<file path="src/sv/ps2md_pkg.sv">
`timescale 1ns / 1ps
`default_nettype none

package ps2md_pkg;

  // Default cursor coordinate width.
  localparam int COORD_BITS_DEF = 12;

  // Configuration register indexes.
  localparam logic [1:0] REG_SCREEN_WIDTH  = 2'd0;
  localparam logic [1:0] REG_SCREEN_HEIGHT = 2'd1;
  localparam logic [1:0] REG_WHEEL_MODE    = 2'd2;

  localparam int SIZE_BITS = 13;

  // Reset screen size and the matching centred cursor.
  localparam logic [SIZE_BITS-1:0] RESET_WIDTH  = 13'd1024;
  localparam logic [SIZE_BITS-1:0] RESET_HEIGHT = 13'd768;
  localparam int RESET_POS_X = 512;
  localparam int RESET_POS_Y = 384;

  // Bit positions within the packet header byte.
  localparam int HDR_LEFT   = 0;
  localparam int HDR_RIGHT  = 1;
  localparam int HDR_MIDDLE = 2;
  localparam int HDR_SYNC   = 3;
  localparam int HDR_XSIGN  = 4;
  localparam int HDR_YSIGN  = 5;
  localparam int HDR_XOVF   = 6;
  localparam int HDR_YOVF   = 7;

endpackage

`default_nettype wire

</file>
<file path="src/sv/ps2_mouse_packet_decoder.sv">
`timescale 1ns / 1ps
`default_nettype none

// PS/2 mouse packet decoder. Bytes from the mouse enter as single transactions
// on the s_ side and are gathered into packets of three bytes, or four when
// wheel_mode is set (the fourth byte is counted and discarded). A packet whose
// header byte has bit 3 clear is dropped with no output; the byte counter just
// restarts. Every valid packet yields one transaction on the m_ side with the
// clamped cursor position, the three buttons and the left press, left release
// and right press edges measured against the previous valid packet. The block
// takes one byte per clock unless a held result stalls it: a byte is captured
// in an input register, then the packet counter, the position add and the
// screen clamp all run in one short step and write the output register. The
// output register decouples the sides, so a new byte is accepted while a
// result waits to be taken; input stalls only when a result is held and the
// input register is also occupied. Screen size and wheel mode come from the
// cfg_ port (index 0 width, 1 height, 2 wheel mode) and should only be
// changed while no bytes are in flight. A resize does not move the cursor
// until the next valid packet is decoded. After reset the cursor sits at
// (512, 384), the centre of a 1024x768 screen.

module ps2_mouse_packet_decoder
  import ps2md_pkg::*;
#(
  parameter int COORD_BITS = COORD_BITS_DEF
) (
  input  wire                         clk,
  input  wire                         rst,
  // Byte stream from the mouse.
  input  wire                         s_tvalid,
  output logic                        s_tready,
  input  wire  [7:0]                  s_tdata,    // [7:0] data_byte
  // Decoded packets.
  output logic                        m_tvalid,
  input  wire                         m_tready,
  // From bit 0 up: cursor_x, cursor_y, left_button, right_button,
  // middle_button, left_press_edge, left_release_edge, right_press_edge,
  // zero fill to whole bytes.
  output logic [((2*COORD_BITS+6+7)/8)*8-1:0] m_tdata,
  // Configuration writes.
  input  wire                         cfg_valid,
  output logic                        cfg_ready,
  input  wire  [1:0]                  cfg_index,
  input  wire  [SIZE_BITS-1:0]        cfg_data
);

  localparam int FIELD_W = 2 * COORD_BITS + 6;
  localparam int OUT_W   = ((FIELD_W + 7) / 8) * 8;
  localparam int CMAX    = (1 << COORD_BITS) - 1;
  // Signed working width that holds any position, motion and clamp limit.
  localparam int WW      = ((COORD_BITS > SIZE_BITS) ? COORD_BITS : SIZE_BITS) + 2;

  localparam logic [COORD_BITS-1:0] POS_X_RST =
    COORD_BITS'((RESET_POS_X > CMAX) ? CMAX : RESET_POS_X);
  localparam logic [COORD_BITS-1:0] POS_Y_RST =
    COORD_BITS'((RESET_POS_Y > CMAX) ? CMAX : RESET_POS_Y);
  localparam logic signed [WW-1:0] CMAX_W = WW'(CMAX);

  // Configuration registers; writes are always taken.
  logic [SIZE_BITS-1:0] screen_width;
  logic [SIZE_BITS-1:0] screen_height;
  logic                 wheel_mode;

  assign cfg_ready = 1'b1;

  always_ff @(posedge clk) begin
    if (rst) begin
      screen_width  <= RESET_WIDTH;
      screen_height <= RESET_HEIGHT;
      wheel_mode    <= 1'b0;
    end else if (cfg_valid) begin
      case (cfg_index)
        REG_SCREEN_WIDTH:  screen_width  <= cfg_data;
        REG_SCREEN_HEIGHT: screen_height <= cfg_data;
        REG_WHEEL_MODE:    wheel_mode    <= cfg_data[0];
        default: ;
      endcase
    end
  end

  // Input register.
  logic       s1_valid;
  logic [7:0] s1_byte;
  logic       s1_advance;

  assign s1_advance = s1_valid && (!m_tvalid || m_tready);
  assign s_tready   = !s1_valid || s1_advance;

  always_ff @(posedge clk) begin
    if (rst) begin
      s1_valid <= 1'b0;
    end else if (s_tready) begin
      s1_valid <= s_tvalid;
    end
  end

  always_ff @(posedge clk) begin
    if (s_tready && s_tvalid) begin
      s1_byte <= s_tdata;
    end
  end

  // Packet state. The buttons of the previous valid packet are the held
  // buttons_now, so the edges are formed before it is overwritten.
  logic [7:0]            packet_bytes [3];
  logic [1:0]            byte_index;
  logic [COORD_BITS-1:0] pos_x;
  logic [COORD_BITS-1:0] pos_y;
  logic [2:0]            buttons_now;

  logic [1:0]            index_inc;
  logic                  pkt_done;
  logic                  pkt_good;
  logic [7:0]            hdr;
  logic [7:0]            byte_y;
  logic signed [WW-1:0]  dx;
  logic signed [WW-1:0]  dy;
  logic signed [WW-1:0]  sum_x;
  logic signed [WW-1:0]  sum_y;
  logic signed [WW-1:0]  lim_x;
  logic signed [WW-1:0]  lim_y;
  logic [COORD_BITS-1:0] pos_x_next;
  logic [COORD_BITS-1:0] pos_y_next;

  always_comb begin
    index_inc = byte_index + 2'd1;
    // The packet closes on the third byte, or on the fourth in wheel mode.
    pkt_done  = (index_inc == 2'd0) || (!wheel_mode && index_inc == 2'd3);
    hdr       = packet_bytes[0];
    // In three-byte mode the closing byte is the y motion byte itself.
    byte_y    = (byte_index == 2'd2) ? s1_byte : packet_bytes[2];
    pkt_good  = pkt_done && hdr[HDR_SYNC];

    // Nine-bit two's complement motion; an overflowed axis does not move.
    dx = hdr[HDR_XOVF] ? '0 : WW'($signed({hdr[HDR_XSIGN], packet_bytes[1]}));
    dy = hdr[HDR_YOVF] ? '0 : WW'($signed({hdr[HDR_YSIGN], byte_y}));

    sum_x = $signed(WW'(pos_x)) + dx;
    sum_y = $signed(WW'(pos_y)) - dy;

    // Clamp limit is size - 1, with a zero size acting as one, capped by the
    // coordinate range.
    lim_x = (screen_width == '0) ? '0 : $signed(WW'(screen_width)) - WW'(1);
    lim_y = (screen_height == '0) ? '0 : $signed(WW'(screen_height)) - WW'(1);
    if (lim_x > CMAX_W) lim_x = CMAX_W;
    if (lim_y > CMAX_W) lim_y = CMAX_W;

    if (sum_x < 0)          pos_x_next = '0;
    else if (sum_x > lim_x) pos_x_next = lim_x[COORD_BITS-1:0];
    else                    pos_x_next = sum_x[COORD_BITS-1:0];

    if (sum_y < 0)          pos_y_next = '0;
    else if (sum_y > lim_y) pos_y_next = lim_y[COORD_BITS-1:0];
    else                    pos_y_next = sum_y[COORD_BITS-1:0];
  end

  always_ff @(posedge clk) begin
    if (s1_advance && byte_index != 2'd3) begin
      packet_bytes[byte_index] <= s1_byte;
    end
  end

  always_ff @(posedge clk) begin
    if (rst) begin
      byte_index  <= 2'd0;
      pos_x       <= POS_X_RST;
      pos_y       <= POS_Y_RST;
      buttons_now <= 3'b000;
    end else if (s1_advance) begin
      byte_index <= pkt_done ? 2'd0 : index_inc;
      if (pkt_good) begin
        pos_x       <= pos_x_next;
        pos_y       <= pos_y_next;
        buttons_now <= hdr[2:0];
      end
    end
  end

  // Output register.
  logic left_press;
  logic left_release;
  logic right_press;

  assign left_press   = hdr[HDR_LEFT] && !buttons_now[0];
  assign left_release = !hdr[HDR_LEFT] && buttons_now[0];
  assign right_press  = hdr[HDR_RIGHT] && !buttons_now[1];

  always_ff @(posedge clk) begin
    if (rst) begin
      m_tvalid <= 1'b0;
    end else if (!m_tvalid || m_tready) begin
      m_tvalid <= s1_advance && pkt_good;
    end
  end

  always_ff @(posedge clk) begin
    if (s1_advance && pkt_good) begin
      m_tdata <= OUT_W'({right_press, left_release, left_press,
                         hdr[HDR_MIDDLE], hdr[HDR_RIGHT], hdr[HDR_LEFT],
                         pos_y_next, pos_x_next});
    end
  end

endmodule

`default_nettype wire

</file>
<file path="config.mk">
export PLATFORM = sky130hd
export DESIGN_NAME = ps2_mouse_packet_decoder
export DESIGN_NICKNAME = d
export VERILOG_FILES = /design/src/sv/ps2md_pkg.sv /design/src/sv/ps2_mouse_packet_decoder.sv
export SDC_FILE = /design/constraint.sdc
export NUM_CORES = 1
export LEC_CHECK = 0
export BUFFER_PORTS_ARGS = -buffer_cell sky130_fd_sc_hd__buf_4
export CAP_MARGIN = 10
export CORE_UTILIZATION = 35
export DETAILED_ROUTE_END_ITERATION = 10
export GPL_TIMING_DRIVEN = 0
export PLACE_DENSITY_LB_ADDON = 0.2
export SLEW_MARGIN = 20
export SYNTH_ARGS = -nofsm -noshare
export SYNTH_HDL_FRONTEND = slang
export SYNTH_SLANG_ARGS = --single-unit
</file>
<file path="constraint.sdc">
create_clock -name clk -period 6.5 [get_ports clk]
set_clock_uncertainty 0.15 [all_clocks]
set_input_delay 0.65 -clock clk [delete_from_list [all_inputs] [get_ports clk]]
set_output_delay 0.65 -clock clk [all_outputs]
set_load 0.01 [all_outputs]
</file>
* Yosys cells after proc, flatten, opt, wreduce, memory -nomap -nowiden
Memories as Yosys holds them, arrays and structs flattened. Cells that the tools add are included.
Storage, ports and cells: flip-flop bits (word level) 95, bits in latches 0, RAM bits 24, memory bits (read-only) 0, bits of input ports 28, output and inout bits 35, logic and storage cells 68, memories 1
Memories:
- packet_bytes | words 3, bits a word 8, read ports 3, clocked after Yosys merged registers in 0, write ports 1, RTL line ps2_mouse_packet_decoder.sv:105 | logic [7:0] packet_bytes [3];
Cells by class: add/subtract/negate cells 5, multiply operators 0, div/mod/pow operators 0, $lt $le $gt $ge 6, eq/ne operators 5, shift-type cells 0, muxes and demuxes 14, bitwise logic cells 0, reductions and logical operators 26
Operators with widths (count):
- two-way mux 15 bit | 6
- two-way mux 12 bit | 4
- greater-than comparator 15 x 13 -> 1 bit, second input constant | 2
- greater-than comparator 15 bit | 2
- less-than comparator 15 x 1 -> 1 bit, second input constant | 2
- subtractor 13 x 1 -> 14 bit, second input constant | 2
- logical NOT 13 bit | 2
- adder 13 x 15 -> 15 bit | 1
- subtractor 13 x 15 -> 15 bit | 1
- logical AND 1 bit | 9
- two-way mux 8 bit | 1
- AND reduction 2 bit | 4
- equality test 2 bit, second input constant | 3
- logical NOT 1 bit | 6
- logical NOT 2 bit | 2
- logical OR 1 bit | 3
- adder 2 x 1 -> 2 bit, second input constant | 1
- equality test 2 x 1 -> 1 bit, second input constant | 1
- two-way mux 1 bit | 2
- two-way mux 2 bit | 1
- inequality test 2 bit, second input constant | 1

* Depth between registers and ports, before layout
depth after elaboration 7, gate-level depth with buffers 27, mapped depth without buffers 23

* Least setup slack after synthesis
Ideal clock, no wire load.
path kind flip-flop to flip-flop, start register byte_index[0], end register m_tdata[19] (data pin), library setup time 266 ps, arrival 5227 ps, required time 6084 ps, setup slack 857 ps, stages on the path, launching flop included 26, buffers on the path 4, period minus slack after synthesis 5643 ps, cell sequence dfxtp_1 > inv_1 > ha_1 > clkbuf_1 > mux2i_1 > or2_2 > fa_1 > a211o_1 > a21boi_1 > nor2_1 > a221oi_1 > a21oi_1 > nor2_1 > and2_1 > clkbuf_1 > clkbuf_1 > ha_1 > inv_1 > a211oi_1 > nand2b_1 > a221o_1 > o211ai_1 > a22o_2 > buf_6 > mux2i_1 > nor2_1
Between the ends: word-level cells in the longest chain between the ends 7, elaborated cells on any way between the ends 8, classes of those cells add/sub (1); order compare (2); eq/ne (1); mux (4)
RTL lines:
- start: declaration | RTL line ps2_mouse_packet_decoder.sv:106 | logic [1:0] byte_index;
- start signal: assignment | RTL line ps2_mouse_packet_decoder.sv:170 | byte_index <= pkt_done ? 2'd0 : index_inc;
- equality test 2 bit (*) | RTL line ps2_mouse_packet_decoder.sv:131 | byte_y = (byte_index == 2'd2) ? s1_byte : packet_bytes[2];
- two-way mux 8 bit (*) | RTL line ps2_mouse_packet_decoder.sv:131
- two-way mux 15 bit (*) | RTL line ps2_mouse_packet_decoder.sv:136 | dy = hdr[HDR_YOVF] ? '0 : WW'($signed({hdr[HDR_YSIGN], byte_y}));
- subtractor 13 x 15 -> 15 bit (*) | RTL line ps2_mouse_packet_decoder.sv:139 | sum_y = $signed(WW'(pos_y)) - dy;
- greater-than comparator 15 bit | RTL line ps2_mouse_packet_decoder.sv:153 | else if (sum_y > lim_y) pos_y_next = lim_y[COORD_BITS-1:0];
- two-way mux 12 bit | RTL line ps2_mouse_packet_decoder.sv:153
- two-way mux 12 bit (*) | RTL line ps2_mouse_packet_decoder.sv:152 | if (sum_y < 0) pos_y_next = '0;
- via pos_y_next[7] | RTL line ps2_mouse_packet_decoder.sv:123 | logic [COORD_BITS-1:0] pos_y_next;
- end signal: assignment | RTL line ps2_mouse_packet_decoder.sv:198 | m_tdata <= OUT_W'({right_press, left_release, left_press,
- end: declaration | RTL line ps2_mouse_packet_decoder.sv:39 | output logic [((2*COORD_BITS+6+7)/8)*8-1:0] m_tdata,
Mark *: on every way through the listed nets, which the timed path passes. The rest lies on a longest branch. A chain may end at the register's enable or synchronous reset.

* Worst setup path in the final report
Ends and elaborated chain as after synthesis.

==> results.txt <==
----------------------------------------------------
[Worst setup path]
  Reg-to-Reg Start ... byte_index[0]
  Worst reg2reg endpoint ... m_tdata[19]
  Path depth of the worst reg2reg path ... 25
  Stage delay of the slowest cell on the critical path ... 0.43 ns
  Family with the most delay on the worst path ... compound AO/OA/AOI/OAI gates
  CP bufs+invs ... 4
  Minimum setup slack among reg-to-reg paths ... about 0.5 ns
  Kind of launch point of the worst setup path ... flop
  Critical-path cell with the highest stage delay ... fa_1
  Data required time of the worst path ... approximately 6.5 ns
  WP data arrival ... around 6 ns
  Category of the most critical setup path ... flop to flop
  Cell repeated most along the worst path ... nor2_1
  Capturing element type of the critical path ... flop
  Critical-path maximum fanout ... 10

[Synth]
  Synth async-reset ratio ... 0%
  Register area share after synthesis ... between 40 and 50%
  Number of warnings printed during yosys synthesis ... 0
  Post-Syn Area ... just over 7000 um2
  Synthesized flop and latch total ... ~120
  Number of flops mapped to enable cells by yosys ... 62
  Post-Syn Instances ... 756
  Primary flip-flop cell chosen by synthesis mapping ... edfxtp_1
  Count of different cell masters after synthesis ... 72
  Synthesized area divided by synthesized cell count ... 9.42 um2

[Global routing]
  Antenna violations before repair ... 0
  First-pass GRT wire length ... 26.6 mm
  Number of global-route vias before repair ... 5111
  Maximum number of pins on one net before global-route repair ... 19
  Aggregate global-route resource usage ... 17.1%
  Leftover overflow at the end of global routing ... 0

[Worst hold path]
  Worst Hold Launch ... s_tdata[0]
  Hold-critical path endpoint ... s1_byte[0]
  Worst Hold Depth ... 1
  Class of the tightest hold or removal check ... input port to flop

[Power and ir drop]
  Power per unit of standard cell area ... 247 nW/um2
  Peak supply drop ... 165 uV
  Total power ... 0.00212 W
  LEAKAGE ... 3.49 nW

[Clock network]
  Post-cts hold buffer count ... 0
  Clock sinks ... 119
  Number of buffers on the longest clock path ... 2
  Clock root buffer master ... clkbuf_16
  TritonCTS clock tree ... yes
  TritonCTS buffer count ... 17
  Number of H-tree levels ... 4
  Clk pin slew, worst setup/hold paths ... around 0.06 ns
  Clock Latency Late Sink ... 0.42 ns

[STA]
  Final critical path time including I/O delays and setup ... approximately 6.0 ns
  Unrepaired setup endpoints after global routing ... false
  Number of hold violations in the final report ... 0
  Final setup violating endpoints ... 0
  Total count of max-transition violations in the final report ... 0
  Final critical-path setup slack ... approximately 0.50 ns
  Maximum frequency from static timing analysis ... approximately 0.17 GHz
  Total Negative Setup Slacks ... 0 ns
  Max transition margin ... 48.4%
  Final period util ... 92.3%
  Slew at the pin closest to its max-slew limit ... 0.773 ns

[Placed design]
  Quantity of I/O buffers inserted on ports ... approximately 60
  Final weighted congestion in routability-driven placement ... 0.863
  DP Wirelength ... 12.9 mm
  Dpl ws ... -0.562 ns
  Post-Place Cell Area ... 7940 um2

[Floorplanning]
  Starting utilization of the core area ... 36.1%
  Overall die height ... between 100 and 150 um
  Die footprint ... 20900 um2
  Core area ... 19700 um2
  Number of ports placed on the die boundary ... 63
  Die extent in x ... 145 um
  Number of cell rows ... 51

[Detailed routing]
  Post-Route WL ... ~17 mm
  Detail-routed net length per standard cell ... about 15 um
  Post-DR vias/cell ... 4.91
  Iteration-0 DRC count of the detailed router ... roughly 290
  First drt pass iteration count ... 4
  Remaining number of nets flagged by the antenna check after routing ... 0
  Detailed-route DRC error count ... 0
  Total vias in the final route ... 5460

[Outcome]
  Outcome ... complete, no violations

[Final layout]
  Net count, final ... 926
  Fill cell total of the finished layout ... 1944
  Final standard cell area without fillers ... 8560 um2
  Area growth from synthesis to layout ... 20.2%
  Ant diodes ... 0
  Share of cells above drive strength 1 ... between 10% and 20%

[Flow run]
  Max-cap violation count ... 0

----------------------------------------------------
worst register-to-register path, cell delays in order (launching register included):
cell	delay, ns
dfxtp_1	0.39
inv_1	0.11
ha_4	0.23
mux2i_1	0.13
nor2_1	0.25
ha_1	0.24
inv_1	0.06
fa_1	0.43
a211o_1	0.32
a21boi_1	0.22
nor2_1	0.14
a221oi_4	0.32
a21oi_1	0.12
nor2_1	0.15
and2_1	0.32
clkbuf_4	0.30
ha_1	0.28
nand4_1	0.15
nor2_1	0.10
a211oi_1	0.30
nand3_1	0.11
o211ai_1	0.11
a22o_2	0.19
buf_6	0.18
mux2i_1	0.36
nor2_1	0.07
synthesized netlist by cell type (4+ instances only):
master    number  area [um2]
inv_1         46         173
nand4_1        5        31.3
o21a_1         8        60.1
edfxtp_1      62        1860
nand3b_1       7        52.6
o21ai_0       26         130
ha_1          62         776
clkbuf_1      21        78.8
or3_1          7        43.8
nand3_1        8        40.0
nor2b_1       14        87.6
nand2b_1       7        43.8
nand2_1       96         360
o21ai_1       22         110
a21oi_1       60         300
xor2_1        11        96.3
a211oi_1       7        52.6
nor2_1        63         236
nor3b_1        4        30.0
dfxtp_1       57        1140
nor3_1         6        30.0
o31ai_1        5        37.5
mux2i_1       33         330
or2_2          8        50.1
a21o_1        12        90.1
xnor2_1       22         193
nor4_1         8        50.1
flip-flops by register name, indices dropped and copies added, names as in the netlist:
signal and flops:
pos_y 12, byte_index 2, s1_byte 8, s1_valid 1
screen_width 13, screen_height 13, packet_bytes 24, m_tdata 30
buttons_now 2, pos_x 12, m_tvalid 1, wheel_mode 1
cell usage in the layout, fill, tap and decap left out, types with 26 or more instances in the layout:
cell / n
nand2_1: 96
nor2_1: 63
buf_4: 62
edfxtp_1: 62
ha_1: 61
a21oi_1: 60
dfxtp_1: 57
inv_1: 45
mux2i_1: 33
o21ai_0: 26
cells by family after synthesis:
family          Yosys count  share of synthesized area [%]
flops                   119                           42.2
other cells               2                          0.105
xor+xnor                 33                           4.06
compound gates          172                           15.0
buf+inv                  75                           4.48
mux                      34                           4.83
simple gates            256                           17.7
fa+ha+maj                65                           11.6
worst max path at each step:
stage	startpoint	end	slack, ns	cells after the start
floorplan	byte_index[0]	m_tdata[19]	0.86	25
global placement	byte_index[0]	m_tdata[19]	-0.68	27
detailed placement	byte_index[0]	m_tdata[19]	-0.56	27
CTS	byte_index[0]	m_tdata[19]	0.11	26
global route	byte_index[0]	m_tdata[19]	0.04	25
finish	byte_index[0]	m_tdata[19]	0.50	25
routing by layer:
layer  GRT usage, %  vias to the layer above  wire length, um
li1               -                     2840                -
met1           23.6                     2509             8370
met2           26.1                       91             7450
met3           3.68                       20              740
met4           5.98                        0              304
met5              0                        -                0
cell type report:
type                            count  area [um2]  share of cell area [%]
Multi-Input combinational cell    563        3850                    45.0
Buffer                             27         143                    1.67
Timing Repair Buffer               60         470                    5.49
Clock buffer                       19         443                    5.17
Tap cell                          265         332                    3.87
Clock inverter                     13         146                    1.71
Inverter                           46         173                    2.02
Sequential cell                   119        3000                    35.1
where the power goes:
part	internal (W)	total [W]	leakage, nW	switching (W)
Clock	0.000578	0.000946	0.275	0.000368
Combinational	0.000142	0.000339	2.18	0.000196
Sequential	0.000815	0.000833	1.03	0.0000180
Total	0.00154	0.00212	3.49	0.000582
through the flow:
| stage | instances | hold WS, ns | utilization, % |
|---|---|---|---|
| after detailed placement | 1082 | 0.258 | 40.3 |
| after CTS | 1113 | 0.237 | 43.3 |
| after floorplan | 757 | 0.250 | - |
| final | 1112 | 0.254 | 43.4 |
| after global routing | 1112 | 0.229 | 43.4 |
| after global placement | 1081 | 0.257 | 40.1 |
timing repair:
item	4_1_cts	5_1_grt
endpoints found under the setup margin	22	22
gates resized for setup	3	5
pin swaps	0	0
buffers inserted	0	0
Note: power is estimated with default switching activity, not from simulation.
